## config.mk

```make
export PLATFORM = sky130hd
export DESIGN_NAME = fcv_mul
export DESIGN_NICKNAME = d
export VERILOG_FILES = /design/src/design/fcv_pkg.sv /design/src/design/fcv_mul.sv
export SDC_FILE = /design/constraint.sdc
export NUM_CORES = 2
export LEC_CHECK = 0
export ABC_AREA = 1
export ABC_CLOCK_PERIOD_IN_PS = 15050
export BUFFER_PORTS_ARGS = -buffer_cell sky130_fd_sc_hd__buf_2
export CAP_MARGIN = 20
export CELL_PAD_IN_SITES_DETAIL_PLACEMENT = 0
export CELL_PAD_IN_SITES_GLOBAL_PLACEMENT = 1
export CORE_MARGIN = 2
export CORE_UTILIZATION = 40
export DETAILED_ROUTE_END_ITERATION = 10
export GPL_TIMING_DRIVEN = 0
export HOLD_SLACK_MARGIN = 0.02
export PLACE_DENSITY_LB_ADDON = 0.08
export SETUP_SLACK_MARGIN = 0.3
export SLEW_MARGIN = 20
export SYNTH_ARGS = -nofsm -noshare
export SYNTH_HDL_FRONTEND = slang
export SYNTH_SLANG_ARGS = --single-unit
export TNS_END_PERCENT = 50
```

## constraint.sdc

```tcl
create_clock -name clk -period 15.05 [get_ports clk]
set_input_delay 0.7525 -clock clk [delete_from_list [all_inputs] [get_ports clk]]
set_output_delay 0.7525 -clock clk [all_outputs]
set_load 0.005 [all_outputs]
```

## src/design/fcv_pkg.sv

```systemverilog
package fcv_pkg;

  // Trig unit
  localparam int TRIG_ITERATIONS = 14;
  localparam int ATAN_ENTRIES    = 24;
  localparam int CORDIC_STEPS    = (TRIG_ITERATIONS < ATAN_ENTRIES) ?
                                   TRIG_ITERATIONS : ATAN_ENTRIES;
  localparam int STEP_W          = $clog2(CORDIC_STEPS);
  localparam int TRIG_W          = 33;
  localparam int Z_W             = 26;
  localparam int ANG_W           = 15;
  localparam int ATAN_IDX_W      = 5;
  localparam logic signed [TRIG_W-1:0] CORDIC_START = 33'sd652032874;

  // Angles in Q.7 degrees
  localparam int FULL_TURN    = 46080;
  localparam int HALF_TURN    = 23040;
  localparam int QUARTER_TURN = 11520;
  localparam int PITCH_LIMIT  = 11392;

  // Event codes
  localparam logic [2:0] MODE_ROTATE   = 3'd0;
  localparam logic [2:0] MODE_FORWARD  = 3'd1;
  localparam logic [2:0] MODE_BACKWARD = 3'd2;
  localparam logic [2:0] MODE_LEFT     = 3'd3;
  localparam logic [2:0] MODE_RIGHT    = 3'd4;
  localparam logic [2:0] MODE_UP       = 3'd5;
  localparam logic [2:0] MODE_DOWN     = 3'd6;
  localparam logic [2:0] MODE_LOAD     = 3'd7;

  // Register indexes
  localparam logic [2:0] CFG_START_X     = 3'd0;
  localparam logic [2:0] CFG_START_Y     = 3'd1;
  localparam logic [2:0] CFG_START_Z     = 3'd2;
  localparam logic [2:0] CFG_START_YAW   = 3'd3;
  localparam logic [2:0] CFG_START_PITCH = 3'd4;

  // Port widths
  localparam int IN_W       = 40;
  localparam int USER_W     = 3;
  localparam int OUT_W      = 240;
  localparam int CFG_IDX_W  = 3;
  localparam int CFG_DATA_W = 32;

  // arctan(2^-i) in degrees, Q.16
  function automatic logic signed [Z_W-1:0] atan_deg(input logic [ATAN_IDX_W-1:0] idx);
    logic signed [Z_W-1:0] v;
    case (idx)
      5'd0:  v = 26'sd2949120;
      5'd1:  v = 26'sd1740967;
      5'd2:  v = 26'sd919879;
      5'd3:  v = 26'sd466945;
      5'd4:  v = 26'sd234379;
      5'd5:  v = 26'sd117304;
      5'd6:  v = 26'sd58666;
      5'd7:  v = 26'sd29335;
      5'd8:  v = 26'sd14668;
      5'd9:  v = 26'sd7334;
      5'd10: v = 26'sd3667;
      5'd11: v = 26'sd1833;
      5'd12: v = 26'sd917;
      5'd13: v = 26'sd458;
      5'd14: v = 26'sd229;
      5'd15: v = 26'sd115;
      5'd16: v = 26'sd57;
      5'd17: v = 26'sd29;
      5'd18: v = 26'sd14;
      5'd19: v = 26'sd7;
      5'd20: v = 26'sd4;
      5'd21: v = 26'sd2;
      5'd22: v = 26'sd1;
      default: v = '0;
    endcase
    return v;
  endfunction

endpackage

```

## src/design/fcv_mul.sv

```systemverilog
module fcv_mul (
  input  logic               clk,
  input  logic signed [31:0] a,
  input  logic signed [31:0] b,
  output logic signed [63:0] p
);
  import fcv_pkg::*;

  always_ff @(posedge clk) begin
    p <= a * b;
  end

endmodule

```

==> metrics.md <==
| Metric | Value |
|---|---|
| Status | `complete, no violations` |
| Vias | `31800` |
| Finished Layout Cells | `6571` |
| Unrepaired setup endpoints after global routing | `false` |
| Critical Path AT | `9.52 ns` |
| CTS resizes | `0` |
| CTS tree | `built` |
| Final Hold Viols | `0` |
| Register area share after synthesis | `3.19%` |
| 1st-pass router iterations | `6` |
| Vias in the first global route | `33200` |
| Netlist cell types | `27` |
| GP Congestion | `0.992` |
| Slew Limit Headroom | `16.5%` |
| Worst endpoint required time | `15.26 ns` |
| Max FO, Critical Path | `13` |
| Max_cap viols | `0` |
| Ports | `129` |
| Regs by FF count | `p: 64 flops` |
| Setup violators final | `0` |
| Worst-margin pin slew | `1.25 ns` |
| Area of the core | `99900 sq um` |
| DRC viols | `0` |
| Clk buf depth | `2` |
| CTS root buffer | `clkbuf_16` |
| Area delta synth->final | `6.46%` |
| Vias per inst | `4.84` |
| Final worst path period need | `9.30 ns` |
| Setup Fix Bufs, Post-CTS | `0` |
| Flops & latches, synth | `64` |
| Max FFs per register | `64` |
| Yosys warns | `0` |
| Fin. max-slew vios | `0` |
| Post-cts hold buffer count | `0` |
| Largest net degree at the start of global routing | `23` |
| DP Cell Count | `6551` |
| Netlist Area Pre-Place | `40200 sq um` |
| First-pass GRT wire length | `234000 microns` |
| Sum of negative setup slack | `0 ns` |
| Leading register cell type out of synthesis | `dfxtp_1` |
| First-iteration detailed-routing DRC count | `2457` |
| Post-synthesis average cell area | `7.85 sq um` |
| CP startpoint kind | `input pin` |
| Fmax | `0.107 GHz` |
| CTS H-tree depth | `3` |
| Initial Utilization | `40.3%` |
| Asr flop ratio synth | `0%` |
| Final period util | `61.8%` |
| Initial antenna violation count | `6` |
| Final HPWL DP | `140000 microns` |
| DIE HEIGHT | `321 microns` |
| EDFF count, synth | `0` |
| Die area | `103000 sq um` |
| ANT nets after route | `0` |
| Post-Route WL | `158000 microns` |
| GRT overflow | `0` |
| WL per Instance | `24.1 microns` |
| Cell count after synthesis | `5124` |
| Syn Nets | `6455` |
| Site Rows | `116` |
| Layout cells sized above 1 | `4.46%` |
| CP Class | `input pin to flip-flop` |
| Hold Path Depth | `3` |
| Clk slew on worst S/H paths | `0.06 ns` |
| PortBufs | `128` |
| GRT Util Overall | `32.0%` |
| Nets@finish | `6595` |
| Largest reg by FF count | `p` |
| Endpoint class of the critical path | `flip-flop` |
| Worst Hold Class | `input pin to flip-flop` |
| Inserted Clock Buffers | `9` |
| Sinks on Clock Net | `64` |
| Die width | `321 microns` |
[kinds of logic (layout without fill, tap and decap cells)]
group / count (synthesis) / after routing / share of synthesized area, %
DFF: 64 / 64 / 3.19
and+or+nand+nor: 1773 / 1773 / 17.5
AOI/OAI and AO/OA: 95 / 95 / 1.26
buffers and inverters: 1892 / 2037 / 17.7
xor gates and xnor gates: 34 / 34 / 0.741
other: 0 / 4 / 0
adders and majority gates: 1266 / 1266 / 59.6
[routing by layer]
| layer | track usage, % | wire, microns | share of wire [%] | vias up |
|---|---|---|---|---|
| met5 | 0 | 17 | 0.011 | - |
| met2 | 50.9 | 72600 | 46 | 1116 |
| li1 | - | - | - | 14200 |
| met4 | 8.64 | 5200 | 3.3 | 4 |
| met1 | 45.1 | 68700 | 43 | 16300 |
| met3 | 5.47 | 11800 | 7.5 | 191 |
[Yosys cell counts (7+ instances only)]
cell / instances / area share [%]
nand2_2: 21 / 0.33
o21bai_1: 8 / 0.15
clkbuf_1: 192 / 1.8
dfxtp_1: 64 / 3.2
nand3_1: 73 / 0.91
o21ai_0: 17 / 0.21
nor2_2: 31 / 0.48
a21oi_1: 62 / 0.77
or2_2: 7 / 0.11
inv_2: 8 / 0.075
xor2_1: 31 / 0.68
nand2_1: 1504 / 14
nand4_1: 13 / 0.20
fa_1: 1082 / 54
ha_1: 184 / 5.7
inv_1: 1692 / 16
nor2_1: 93 / 0.87
nor3_1: 11 / 0.14
[stage by stage]
stage	utilization [%]	cell area (sq um)	hold slack, ns	setup slack (ns)
2_1_floorplan	-	40200	0.850	7.65
3_3_place_gp	42.5	42500	1.06	5.26
3_5_place_dp	42.6	42500	1.07	5.31
4_1_cts	42.9	42800	0.677	5.66
5_1_grt	42.9	42800	0.688	5.27
6_report	42.9	42800	0.697	5.75
[layout make-up]
class,instances,area [sq um]
clock inverters,6,67.6
well taps,1298,1620
flip-flops and latches,64,1280
repair buffers,129,656
diodes,4,10.0
plain buffers,192,731
inverters,1700,6380
multi-input cells,3168,31800
fillers,10600,57100
clock buffers,10,229
[critical path, stage by stage]
cell      delay (ns)
buf_2           0.12
clkbuf_1        0.76
nand2_1         0.30
inv_1           0.17
fa_1            0.39
inv_1           0.30
fa_1            0.47
inv_1           0.23
fa_1            0.50
fa_1            0.94
inv_1           0.52
fa_1            0.62
inv_1           0.05
fa_1            0.53
inv_1           0.05
fa_1            0.47
fa_1            0.51
inv_1           0.04
ha_1            0.47
nand2_1         0.20
nor2_1          0.19
inv_1           0.08
nor2_1          0.24
nand2_1         0.14
nor3_2          0.11
nand2_1         0.10
nand3_1         0.09
nand2_1         0.11
[final timing paths]
path / from / to / slack, ns
worst max-delay path: a[31] / p[56] / 5.75
worst min-delay path: b[0] / p[0] / 0.70
[cell usage in the layout (no fill, tap or decap), types with 2 or more instances in the layout]
cell type / synthesis / layout
inv_1: 1692 / 1692
nand2_1: 1504 / 1504
fa_1: 1082 / 1081
clkbuf_1: 192 / 185
ha_1: 184 / 184
buf_2: 0 / 128
nor2_1: 93 / 93
nand3_1: 73 / 73
dfxtp_1: 64 / 64
a21oi_1: 62 / 62
nor2_2: 31 / 31
xor2_1: 31 / 31
nand2_2: 21 / 21
o21ai_0: 17 / 17
nand4_1: 13 / 13
nor3_1: 11 / 11
clkbuf_16: 0 / 9
clkbuf_2: 0 / 8
o21bai_1: 8 / 8
inv_2: 8 / 8
or2_2: 7 / 7
nand3b_1: 6 / 6
nand3_2: 6 / 6
nor3_2: 5 / 5
diode_2: 0 / 4
o21ai_1: 4 / 4
xnor2_1: 3 / 3
nor2_4: 3 / 3
a21o_1: 2 / 2
clkinvlp_4: 0 / 2
Power is left out: the tool's default activity adds up to more than one toggle a clock period on the data nets, which glitch-free logic cannot reach.
