**src/design/fcv_pkg.sv**
```systemverilog
package fcv_pkg;

  // Trig unit
  localparam int TRIG_ITERATIONS = 14;
  localparam int ATAN_ENTRIES    = 24;
  localparam int CORDIC_STEPS    = (TRIG_ITERATIONS < ATAN_ENTRIES) ?
                                   TRIG_ITERATIONS : ATAN_ENTRIES;
  localparam int STEP_W          = $clog2(CORDIC_STEPS);
  localparam int TRIG_W          = 33;
  localparam int Z_W             = 26;
  localparam int ANG_W           = 15;
  localparam int ATAN_IDX_W      = 5;
  localparam logic signed [TRIG_W-1:0] CORDIC_START = 33'sd652032874;

  // Angles in Q.7 degrees
  localparam int FULL_TURN    = 46080;
  localparam int HALF_TURN    = 23040;
  localparam int QUARTER_TURN = 11520;
  localparam int PITCH_LIMIT  = 11392;

  // Event codes
  localparam logic [2:0] MODE_ROTATE   = 3'd0;
  localparam logic [2:0] MODE_FORWARD  = 3'd1;
  localparam logic [2:0] MODE_BACKWARD = 3'd2;
  localparam logic [2:0] MODE_LEFT     = 3'd3;
  localparam logic [2:0] MODE_RIGHT    = 3'd4;
  localparam logic [2:0] MODE_UP       = 3'd5;
  localparam logic [2:0] MODE_DOWN     = 3'd6;
  localparam logic [2:0] MODE_LOAD     = 3'd7;

  // Register indexes
  localparam logic [2:0] CFG_START_X     = 3'd0;
  localparam logic [2:0] CFG_START_Y     = 3'd1;
  localparam logic [2:0] CFG_START_Z     = 3'd2;
  localparam logic [2:0] CFG_START_YAW   = 3'd3;
  localparam logic [2:0] CFG_START_PITCH = 3'd4;

  // Port widths
  localparam int IN_W       = 40;
  localparam int USER_W     = 3;
  localparam int OUT_W      = 240;
  localparam int CFG_IDX_W  = 3;
  localparam int CFG_DATA_W = 32;

  // arctan(2^-i) in degrees, Q.16
  function automatic logic signed [Z_W-1:0] atan_deg(input logic [ATAN_IDX_W-1:0] idx);
    logic signed [Z_W-1:0] v;
    case (idx)
      5'd0:  v = 26'sd2949120;
      5'd1:  v = 26'sd1740967;
      5'd2:  v = 26'sd919879;
      5'd3:  v = 26'sd466945;
      5'd4:  v = 26'sd234379;
      5'd5:  v = 26'sd117304;
      5'd6:  v = 26'sd58666;
      5'd7:  v = 26'sd29335;
      5'd8:  v = 26'sd14668;
      5'd9:  v = 26'sd7334;
      5'd10: v = 26'sd3667;
      5'd11: v = 26'sd1833;
      5'd12: v = 26'sd917;
      5'd13: v = 26'sd458;
      5'd14: v = 26'sd229;
      5'd15: v = 26'sd115;
      5'd16: v = 26'sd57;
      5'd17: v = 26'sd29;
      5'd18: v = 26'sd14;
      5'd19: v = 26'sd7;
      5'd20: v = 26'sd4;
      5'd21: v = 26'sd2;
      5'd22: v = 26'sd1;
      default: v = '0;
    endcase
    return v;
  endfunction

endpackage

```
**src/design/fcv_cordic.sv**
```systemverilog
module fcv_cordic (
  input  logic                              clk,
  input  logic                              rst,
  input  logic                              start,
  input  logic signed [fcv_pkg::ANG_W-1:0]  angle,
  output logic                              done,
  output logic signed [31:0]                cos_q30,
  output logic signed [31:0]                sin_q30
);
  import fcv_pkg::*;

  logic signed [TRIG_W-1:0] x, y, dx, dy;
  logic signed [Z_W-1:0]    z, at;
  logic [STEP_W-1:0]        step;
  logic                     busy;

  always_comb begin
    dx = y >>> step;
    dy = x >>> step;
    at = atan_deg(ATAN_IDX_W'(step));
  end

  // One rotation step a cycle
  always_ff @(posedge clk) begin
    if (rst) begin
      busy <= 1'b0;
      done <= 1'b0;
    end else begin
      done <= 1'b0;
      if (start) begin
        busy <= 1'b1;
        step <= '0;
        x    <= CORDIC_START;
        y    <= '0;
        z    <= Z_W'(signed'({angle, 9'b0}));
      end else if (busy) begin
        if (z >= 0) begin
          x <= x - dx;
          y <= y + dy;
          z <= z - at;
        end else begin
          x <= x + dx;
          y <= y - dy;
          z <= z + at;
        end
        step <= step + 1'b1;
        if (step == STEP_W'(CORDIC_STEPS - 1)) begin
          busy <= 1'b0;
          done <= 1'b1;
        end
      end
    end
  end

  assign cos_q30 = x[31:0];
  assign sin_q30 = y[31:0];

endmodule

```
**config.mk**
```make
export PLATFORM = sky130hd
export DESIGN_NAME = fcv_cordic
export DESIGN_NICKNAME = d
export VERILOG_FILES = /design/src/design/fcv_pkg.sv /design/src/design/fcv_cordic.sv
export SDC_FILE = /design/constraint.sdc
export NUM_CORES = 1
export LEC_CHECK = 0
export BUFFER_PORTS_ARGS = -buffer_cell sky130_fd_sc_hd__buf_4
export CAP_MARGIN = 40
export CORE_UTILIZATION = 40
export DETAILED_ROUTE_END_ITERATION = 8
export SYNTH_ARGS = -nofsm -noshare
export SYNTH_HDL_FRONTEND = slang
export SYNTH_SLANG_ARGS = --single-unit
```
**constraint.sdc**
```tcl
create_clock -name clk -period 7.04 [get_ports clk]
set_input_delay 1.408 -clock clk [delete_from_list [all_inputs] [get_ports clk]]
set_output_delay 1.408 -clock clk [all_outputs]
set_load 0.005 [all_outputs]
```
==> results_dict.tcl, run 1 <==
set metrics [dict create \
    drt_iter0_markers 927 \
    die_area_sq_mm 0.03661 \
    insertion_delay_ps 450 \
    holdBufCountCts 0 \
    htreeDepth 4 \
    io_pins 83 \
    grt_pass1_wl_um 68290 \
    syn_area_sq_mm 0.01434 \
    cts_setup_buffers 0 \
    arrival_ps 6720 \
    p_switching_w 0.002755 \
    cp-end-kind "register" \
    power_density_mw_per_mm2 377.4 \
    dieHeight_um 191.3 \
    initial_core_util_pct 41.10 \
    p_comb_share_pct 62.2 \
    pwr-share-clk_pct 14.6 \
    firstDrtPassIters 5 \
    finalNetCount 1799 \
    p_int_w 0.003262 \
    cts_resized 0 \
    fin_crit_ps 6530 \
    hold_viol 0 \
    fin_area_sq_mm 0.01595 \
    setup_viol 0 \
    detail_route.wl_per_cell_um 20.10 \
    ys_types 79 \
    rsz0062_at_grt "no" \
    drc 0 \
    yosysWarnings 0 \
    fmax_ghz 0.1531 \
    fin_setup_tns_ps 0 \
    cts_made_buffers 17 \
    cts_tree "built" \
    antenna_found_initial 0 \
    synth-main-ff-cell "edfxtp_1" \
    hold_ws_ps 544.6 \
    synth_edf_count 96 \
    num_vias 12950 \
    path_clk_slew_ps 60 \
    syn_avg_cell_area_sq_um 8.786 \
    post-route-util_pct 45.71 \
    holdCritPathClass "reg2reg" \
    syn_to_final_growth_pct 11.20 \
    diodes 0 \
    ys_ff_latch 120 \
    fp-row-count 68 \
    maxCapViolations 0 \
    antenna_left 0 \
    via_per_inst 6.040 \
    gp_congestion 0.9107 \
    port_buffers 82 \
    grt_max_degree 82 \
    tightestPinTransition_ps 903.7 \
    wirelength_um 43090 \
    swShare_pct 45.78 \
    placed_cell_area_sq_mm 0.01536 \
    slew_headroom_pct 39.76 \
    path_max_fanout 66 \
    fp.coreArea_sq_mm 0.03488 \
    synth_nets 1755 \
    r2r_slack_ps 510 \
    grt_pass1_vias 12468 \
    clockRootBuffer "clkbuf_16" \
    skew_ps 9.845 \
    die_w_um 191.3 \
    grt_remaining_overflow 0 \
    clock-sinks 120 \
    seqPwrFrac_pct 23.2 \
    finalMaxSlewViolations 0 \
    crit_type "reg2reg" \
    start_kind "register" \
    status "complete, no violations" \
    post-route-period-util_pct 92.76 \
    netlist_instances 1632 \
    crit_required_ps 7230 \
    ir_drop_mv 0.1960 \
    synth-seq-area-share_pct 23.46 \
    leakage_nw 6.341 \
    async_flop_share_pct 0 \
    drive_gt1_share_pct 14.86 \
    clockBufferDepth 2 \
    dp_hpwl_um 31610 \
    grt_usage_pct 23.93 \
]
## worst paths after layout
path / depth (start not counted) / from / to
max: 20 / step[0]$_SDFFCE_PP0P_ / y[31]$_SDFFCE_PP0P_
min reg2reg: 2 / busy$_SDFF_PP0_ / done$_SDFF_PP0_
max reg2reg: 20 / step[0]$_SDFFCE_PP0P_ / y[31]$_SDFFCE_PP0P_
min: 2 / busy$_SDFF_PP0_ / done$_SDFF_PP0_
## cells by family (layout without fill, tap and decap cells)
kind of cell	Yosys count	count (layout)	synth area share, %
muxes	159	159	16.59
AOI/OAI and AO/OA	432	432	19.57
and+or+nand+nor	539	539	17.77
adders and majority gates	105	105	9.319
buffers and inverters	119	176	3.639
xor gates and xnor gates	158	158	9.651
DFF	120	120	23.46
## per-layer routing
metal	routed length [um]	share of wire (%)	track usage (%)
met2	21320	49	41.72
met3	1886	4.4	2.882
met5	0	0	0
met1	18350	43	29.49
met4	1528	3.5	10.47
## area by class of cell
cell class                 instances  area (sq um)
fill                            3423         18940
timing repair buffer             109         843.3
tap                              455         569.3
clock inverter                    13         106.4
inverter                          35         133.9
multi-input combinational       1393         10450
clock buffer                      19         475.5
sequential                       120          3363
## flip-flops by register name, summed over array words and instances, names as in the netlist
signal,count
x,33
y,33
z,26
at,22
step,4
busy,1
done,1
## synthesized netlist by cell type, drive strengths merged, types with 7 or more instances
library cell,instances,share of area (%)
nand2,149,3.9
o21a,17,0.89
a211oi,22,1.2
o31ai,23,1.3
mux2i,61,4.3
mux2,39,3.1
o21bai,9,0.47
a22oi,7,0.37
a21o,44,2.3
or4,8,0.47
inv,34,0.89
xnor2,74,4.5
ha,102,8.9
dfxtp,24,3.4
nor2b,31,1.4
buf,38,1.5
nand3,34,1.2
or3,20,0.87
clkbuf,46,1.2
a31oi,23,1.0
nand2b,30,1.3
or2,8,0.35
and2,15,0.65
nor2,165,4.3
o22ai,7,0.31
and3,15,0.65
xor2,84,5.1
nor3,32,1.1
nand4,16,0.70
o211ai,11,0.58
edfxtp,96,20
o21ai,116,4.0
a21oi,92,3.2
mux4,59,9.3
## layout by cell type, fill, tap and decap left out, types with 19 or more instances in the layout
master,instances
xnor2_1,74
a21o_1,44
a211oi_1,20
mux2_2,30
ha_1,102
buf_4,107
clkbuf_16,19
nor2b_1,31
edfxtp_1,96
a31oi_1,23
nand2_1,149
o31ai_1,22
nor2_1,165
or3_1,20
nor3_1,32
dfxtp_1,24
nand3_1,34
nand2b_1,30
a21oi_1,92
mux4_2,59
o21ai_0,98
inv_1,29
xor2_1,84
mux2i_1,61
## critical path: stages (launching register included)
cell,delay (ps)
edfxtp_1,830
buf_12,410
mux4_2,620
mux4_2,520
inv_2,70
ha_1,180
and3_1,270
nand3b_1,120
o21ai_0,240
xor2_1,100
ha_1,330
and3_1,210
nand2_1,80
or4b_2,640
a31oi_1,350
a21o_1,200
a21oi_1,110
o21ai_0,300
a21o_1,170
a21o_1,120
mux2_2,320
## power groups by stage
stage	sequential [W]	clock, W	combinational [W]
after floorplan	0.00122	0	0.00290
after global placement	0.00140	0	0.00367
after detailed placement	0.00140	0	0.00371
after CTS	0.00139	0.000900	0.00373
after global routing	0.00141	0.000930	0.00418
final	0.00139	0.000880	0.00374
## through the flow
| stage | total power [W] | cells | worst slack [ps] |
|---|---|---|---|
| floorplan | 0.004120 | 1632 | 1262 |
| global placement | 0.005068 | 2110 | 667.4 |
| detailed placement | 0.005109 | 2112 | 554.9 |
| CTS | 0.006022 | 2144 | 512.7 |
| global route | 0.006522 | 2144 | 54.27 |
| finish | 0.006017 | 2144 | 509.7 |
Note: power is estimated with default switching activity, not from simulation.
==> run 2, diff against run 1 <==
Settings changed: TNS_END_PERCENT set to 30.
Clock period 7.04 ns to 5.2 ns, I/O delays scaled along.
==> results_dict.tcl, run 2 (same netlist as run 1, synthesis figures left out) <==
set metrics [dict create \
    hold_viol 0 \
    diodes 0 \
    setup_viol 12 \
    drt_iter0_markers 877 \
    fill_cells 3236 \
    critical_path_buf_inv_count 2 \
    wl_met3_um 2007 \
    holdCritPathClass "reg2reg" \
    path_max_fanout 5 \
    r2r_slack_ps -370 \
    clockRootBuffer "clkbuf_16" \
    status "complete, but fails checks" \
    cts_tree "built" \
    grt_pass1_wl_um 77150 \
    fin_crit_ps 5568 \
    holdBufCountCts 0 \
    fp.coreArea_sq_mm 0.03488 \
    routed.top_layer "met4" \
    grt_pass1_vias 14292 \
    crit_type "reg2reg" \
    post-route-util_pct 54.61 \
    place_inst 2408 \
    worstHoldStart "busy$_SDFF_PP0_" \
    arrival_ps 5760 \
    insertion_delay_ps 460 \
    grt_usage_pct 27.22 \
    finalNetCount 2120 \
    fmax_ghz 0.1796 \
    cts_made_buffers 17 \
    power_density_mw_per_mm2 522.0 \
    die_w_um 191.3 \
    path_clk_slew_ps 60 \
    port_buffers 82 \
    wl_met1_um 20090 \
    fin_cells 2465 \
    timing.rr.start "step[0]$_SDFFCE_PP0P_" \
    grt_remaining_overflow 0 \
    dp_hpwl_um 37480 \
    cp_slowest_cell "or4_4" \
    multi_input_area_sq_mm 0.01106 \
    die_area_sq_mm 0.03661 \
    initial_core_util_pct 41.10 \
    grt_max_degree 75 \
    endpoint "x[30]$_SDFFCE_PP0P_" \
    ir_drop_mv 0.3272 \
    r2r_end "x[30]$_SDFFCE_PP0P_" \
    io_pins 83 \
    wl_met2_um 25410 \
    worst_slack_ps -368.0 \
    clockBufferDepth 2 \
    path_depth 21 \
    skew_ps 14.07 \
    antenna_found_initial 0 \
    violations "setup timing" \
    regArea_sq_mm 0.003363 \
    top_regs "x x33, y x33, z x26" \
    tightestPinTransition_ps 785.9 \
    crit_required_ps 5390 \
    path_cells "buf_6 -> mux4_2 -> mux2_4 -> mux2i_4 -> ha_4 -> nand2_4 -> nor4_4 -> o311ai_4 -> or4_4 -> or4_4 -> o31ai_4 -> xor2_1 -> ha_1 -> a21o_1 -> a21oi_2 -> and3_1 -> nand4_1 -> a41oi_2 -> buf_4 -> xor2_1 -> nor2_1" \
    htreeDepth 4 \
    antenna_left 0 \
    crit_path_max_incr_delay_ps 580 \
    rsz0062_at_grt "yes" \
    r2r_cells 21 \
    layout_commonest_cell "buf_4" \
    syn_to_final_growth_pct 32.86 \
    num_vias 14308 \
    wirelength_um 49460 \
    finalMaxSlewViolations 0 \
    dieHeight_um 191.3 \
    gp_congestion 0.9349 \
    drc 0 \
    detail_route.wl_per_cell_um 20.06 \
    final_cell_mix "buf_4 (415), nor2_1 (162), nand2_1 (145), ha_1 (98), edfxtp_1 (96)" \
    fp-row-count 68 \
    slew_headroom_pct 47.60 \
    crit_start "step[0]$_SDFFCE_PP0P_" \
    placed_cell_area_sq_mm 0.01769 \
    via_per_inst 5.804 \
    path_delay_family "simple AND/OR/NAND/NOR gates" \
    firstDrtPassIters 5 \
    clock-sinks 120 \
    post-route-period-util_pct 107.1 \
    leakage_nw 8.036 \
    fin_area_sq_mm 0.01905 \
    maxCapViolations 0 \
    drive_gt1_share_pct 32.44 \
    start_kind "register" \
    cp-end-kind "register" \
]
## run 2: changes by cell type in the layout (fill, tap and decap cells not counted), sizes merged
cell,delta
buf,+320
inv,-2
clkinvlp,+1
clkbuf,+2
## run 2: cell type report
cell class / count / share of cell area (%)
sequential: 120 / 17.65
tap: 455 / 2.988
timing repair buffer: 430 / 17.63
inverter: 35 / 0.7027
multi-input combinational: 1393 / 58.04
clock buffer: 20 / 2.515
clock inverter: 12 / 0.4663
## run 2: per-stage QoR
| stage | setup slack (ps) | total power [W] | hold WS [ps] | TNS (ps) |
|---|---|---|---|---|
| finish | -368.0 | 0.009945 | 501.2 | -1721 |
| global route | -581.5 | 0.01068 | 530.5 | -5448 |
| CTS | -203.3 | 0.009600 | 504.9 | -641.3 |
| detailed placement | -325.6 | 0.008247 | 500.9 | -2646 |
| global placement | -299.9 | 0.008140 | 496.8 | -1848 |
| floorplan | -346.2 | 0.005640 | 462.3 | -1232 |
## run 2: routing by layer
layer	track usage (%)	vias up
met2	49.25	386
met3	3.488	106
met1	32.01	6963
met4	11.72	0
li1	-	6853
met5	0	-
## run 2: where the power goes
group | switching (W) | total [W] | internal, W | leakage (nW)
combinational | 0.00356 | 0.00711 | 0.00355 | 6.64
sequential | 0.000255 | 0.00166 | 0.00141 | 1.12
clock | 0.000508 | 0.00118 | 0.000668 | 0.282
total | 0.00433 | 0.00995 | 0.00562 | 8.04
## run 2: how the worst min path moves through the flow
stage | slack, ps | endpoint | cells past startpoint
2_1_floorplan | 460 | done$_SDFF_PP0_ | 2
6_report | 500 | done$_SDFF_PP0_ | 2
4_1_cts | 500 | done$_SDFF_PP0_ | 2
3_3_place_gp | 500 | done$_SDFF_PP0_ | 2
3_5_place_dp | 500 | done$_SDFF_PP0_ | 2
5_1_grt | 530 | done$_SDFF_PP0_ | 2
## run 2: what timing repair did
| item | CTS | global route |
|---|---|---|
| pin swaps | 8 | 64 |
| endpoints found under the setup margin | 21 | 31 |
| buffers inserted | 9 | 17 |
| resized for setup | 46 | 88 |
| cloned | 1 | 1 |
## run 2: worst register-to-register path, delay by kind of cell, from the launching register on
family	cells	cell delay, ps
AO/OA/AOI/OAI	5	930
XOR/XNOR	2	310
adder cells (fa/ha/maj)	2	450
buffers and inverters	2	310
flip-flops	1	420
multiplexers	3	1010
AND/OR/NAND/NOR	7	1880
==> run 3, diff against run 2 <==
Settings changed: BUFFER_PORTS_ARGS -buffer_cell sky130_fd_sc_hd__buf_4 to unset, DONT_BUFFER_PORTS set to 1, TNS_END_PERCENT 30 to 100.
==> results_dict.tcl, run 3 (same netlist as run 1, synthesis figures left out) <==
set metrics [dict create \
    via_per_inst 5.971 \
    grt_pass1_wl_um 76240 \
    path_max_fanout 31 \
    finalMaxSlewViolations 0 \
    maxCapViolations 0 \
    status "complete, but fails checks" \
    cp_slowest_cell "edfxtp_1" \
    worst_slack_ps -39.99 \
    die_w_um 191.3 \
    drc 0 \
    final_cell_mix "buf_4 (313), nor2_1 (161), nand2_1 (144), ha_1 (98), edfxtp_1 (96)" \
    holdCritPathClass "reg2reg" \
    tightestPinTransition_ps 750.5 \
    syn_to_final_growth_pct 28.74 \
    drive_gt1_share_pct 29.41 \
    timing.rr.start "step[1]$_SDFFCE_PP0P_" \
    antenna_left 0 \
    setup_viol 4 \
    top_regs "x x33, y x33, z x26" \
    critical_path_buf_inv_count 4 \
    worstHoldStart "busy$_SDFF_PP0_" \
    dp_hpwl_um 37120 \
    fin_setup_tns_ps -128.5 \
    insertion_delay_ps 470 \
    grt_max_degree 119 \
    clockRootBuffer "clkbuf_16" \
    fin_crit_ps 5240 \
    port_buffers 0 \
    fin_area_sq_mm 0.01846 \
    crit_type "reg2reg" \
    path_cells "buf_4 -> inv_2 -> buf_12 -> buf_4 -> nand2_1 -> a31oi_1 -> nor2_1 -> or4_1 -> or4_4 -> o31ai_4 -> xor2_1 -> ha_1 -> a21o_1 -> a21oi_2 -> and3_1 -> nand4_1 -> a41oi_2 -> o2bb2ai_1 -> xnor2_1 -> nor2_1" \
    skew_ps 26.13 \
    dp_slack_ps -265.3 \
    multi_input_area_sq_mm 0.01110 \
    initial_core_util_pct 41.10 \
    grt_pass1_vias 13628 \
    fmax_ghz 0.1908 \
    crit_required_ps 5410 \
    placed_cell_area_sq_mm 0.01693 \
    violations "setup timing" \
    fp-row-count 68 \
    layout_commonest_cell "buf_4" \
    wirelength_um 49840 \
    fp.coreArea_sq_mm 0.03488 \
    drt_iter0_markers 1039 \
    leakage_nw 7.646 \
    crit_start "step[1]$_SDFFCE_PP0P_" \
    hold_viol 0 \
    cp-end-kind "register" \
    ir_drop_mv 0.3856 \
    io_pins 83 \
    htreeDepth 4 \
    clock-sinks 120 \
    gp_congestion 0.9315 \
    path_clk_slew_ps 70 \
    holdBufCountCts 0 \
    cts_tree "built" \
    regArea_sq_mm 0.003363 \
    firstDrtPassIters 6 \
    rsz0062_at_grt "yes" \
    cts_made_buffers 17 \
    post-route-period-util_pct 100.8 \
    finalNetCount 2021 \
    path_delay_family "simple AND/OR/NAND/NOR gates" \
    diodes 0 \
    grt_remaining_overflow 0 \
    arrival_ps 5450 \
    antenna_found_initial 0 \
    detail_route.wl_per_cell_um 21.07 \
    grt_usage_pct 27.07 \
    dieHeight_um 191.3 \
    crit_path_max_incr_delay_ps 570 \
    die_area_sq_mm 0.03661 \
    start_kind "register" \
    power_density_mw_per_mm2 534.4 \
    num_vias 14127 \
    slew_headroom_pct 49.63 \
    clockBufferDepth 2 \
    fill_cells 3191 \
]
## run 3: changes by cell type in the layout (fill, tap and decap cells not counted), moves of 3 or more
cell     before  now
mux2i_2       1    5
mux2i_1      56   52
buf_4       415  313
o21ai_0      79   82
o21ai_4       1    4
o21ai_2      10    6
## run 3: per-layer routing
layer	part of all wire, %	vias to the layer above	track usage, %
li1	-	6668	-
met3	5.1	93	4.314
met2	51	482	48.75
met1	41	6884	32.10
met5	0	-	0
met4	2.9	0	10.01
## run 3: tightest hold or removal path, stage by stage, from the launching register on
cell     delay [ps]
dfxtp_1         310
nand2_1         100
nor2_1           80
## run 3: worst paths after layout
kind,depth (start not counted),slack [ps],end
max,20,-40,x[32]$_SDFFCE_PP0P_
min,2,540,done$_SDFF_PP0_
max reg2reg,20,-40,x[32]$_SDFFCE_PP0P_
min reg2reg,2,540,done$_SDFF_PP0_
## run 3: area by class of cell
type,count,share of cell area (%)
sequential,120,18.22
clock inverter,10,0.3931
inverter,35,0.7253
timing repair buffer,331,14.51
clock buffer,22,2.921
multi-input combinational,1393,60.15
tap,455,3.084
## run 3: metrics by stage
step | hold slack, ps | utilization, % | std cells | total power [W]
after floorplan | 462.3 | - | 1632 | 0.005661
after global placement | 525.2 | 48.43 | 2290 | 0.007839
after detailed placement | 531.3 | 48.53 | 2293 | 0.007921
after CTS | 539.0 | 51.40 | 2337 | 0.009410
after global routing | 576.6 | 52.92 | 2366 | 0.01053
final | 540.9 | 52.92 | 2366 | 0.009864
## run 3: repair_timing
item                                    in CTS  in global routing
setup buffers                               11                 29
gates cloned                                 1                  1
resized for setup                           57                 73
endpoints found under the setup margin      18                 29
pin swaps                                   37                 53
## run 3: report_power, final
part,internal (W),switching (W),total [W]
sequential,0.00141,0.000280,0.00169
combinational,0.00339,0.00353,0.00692
clock,0.000740,0.000520,0.00126
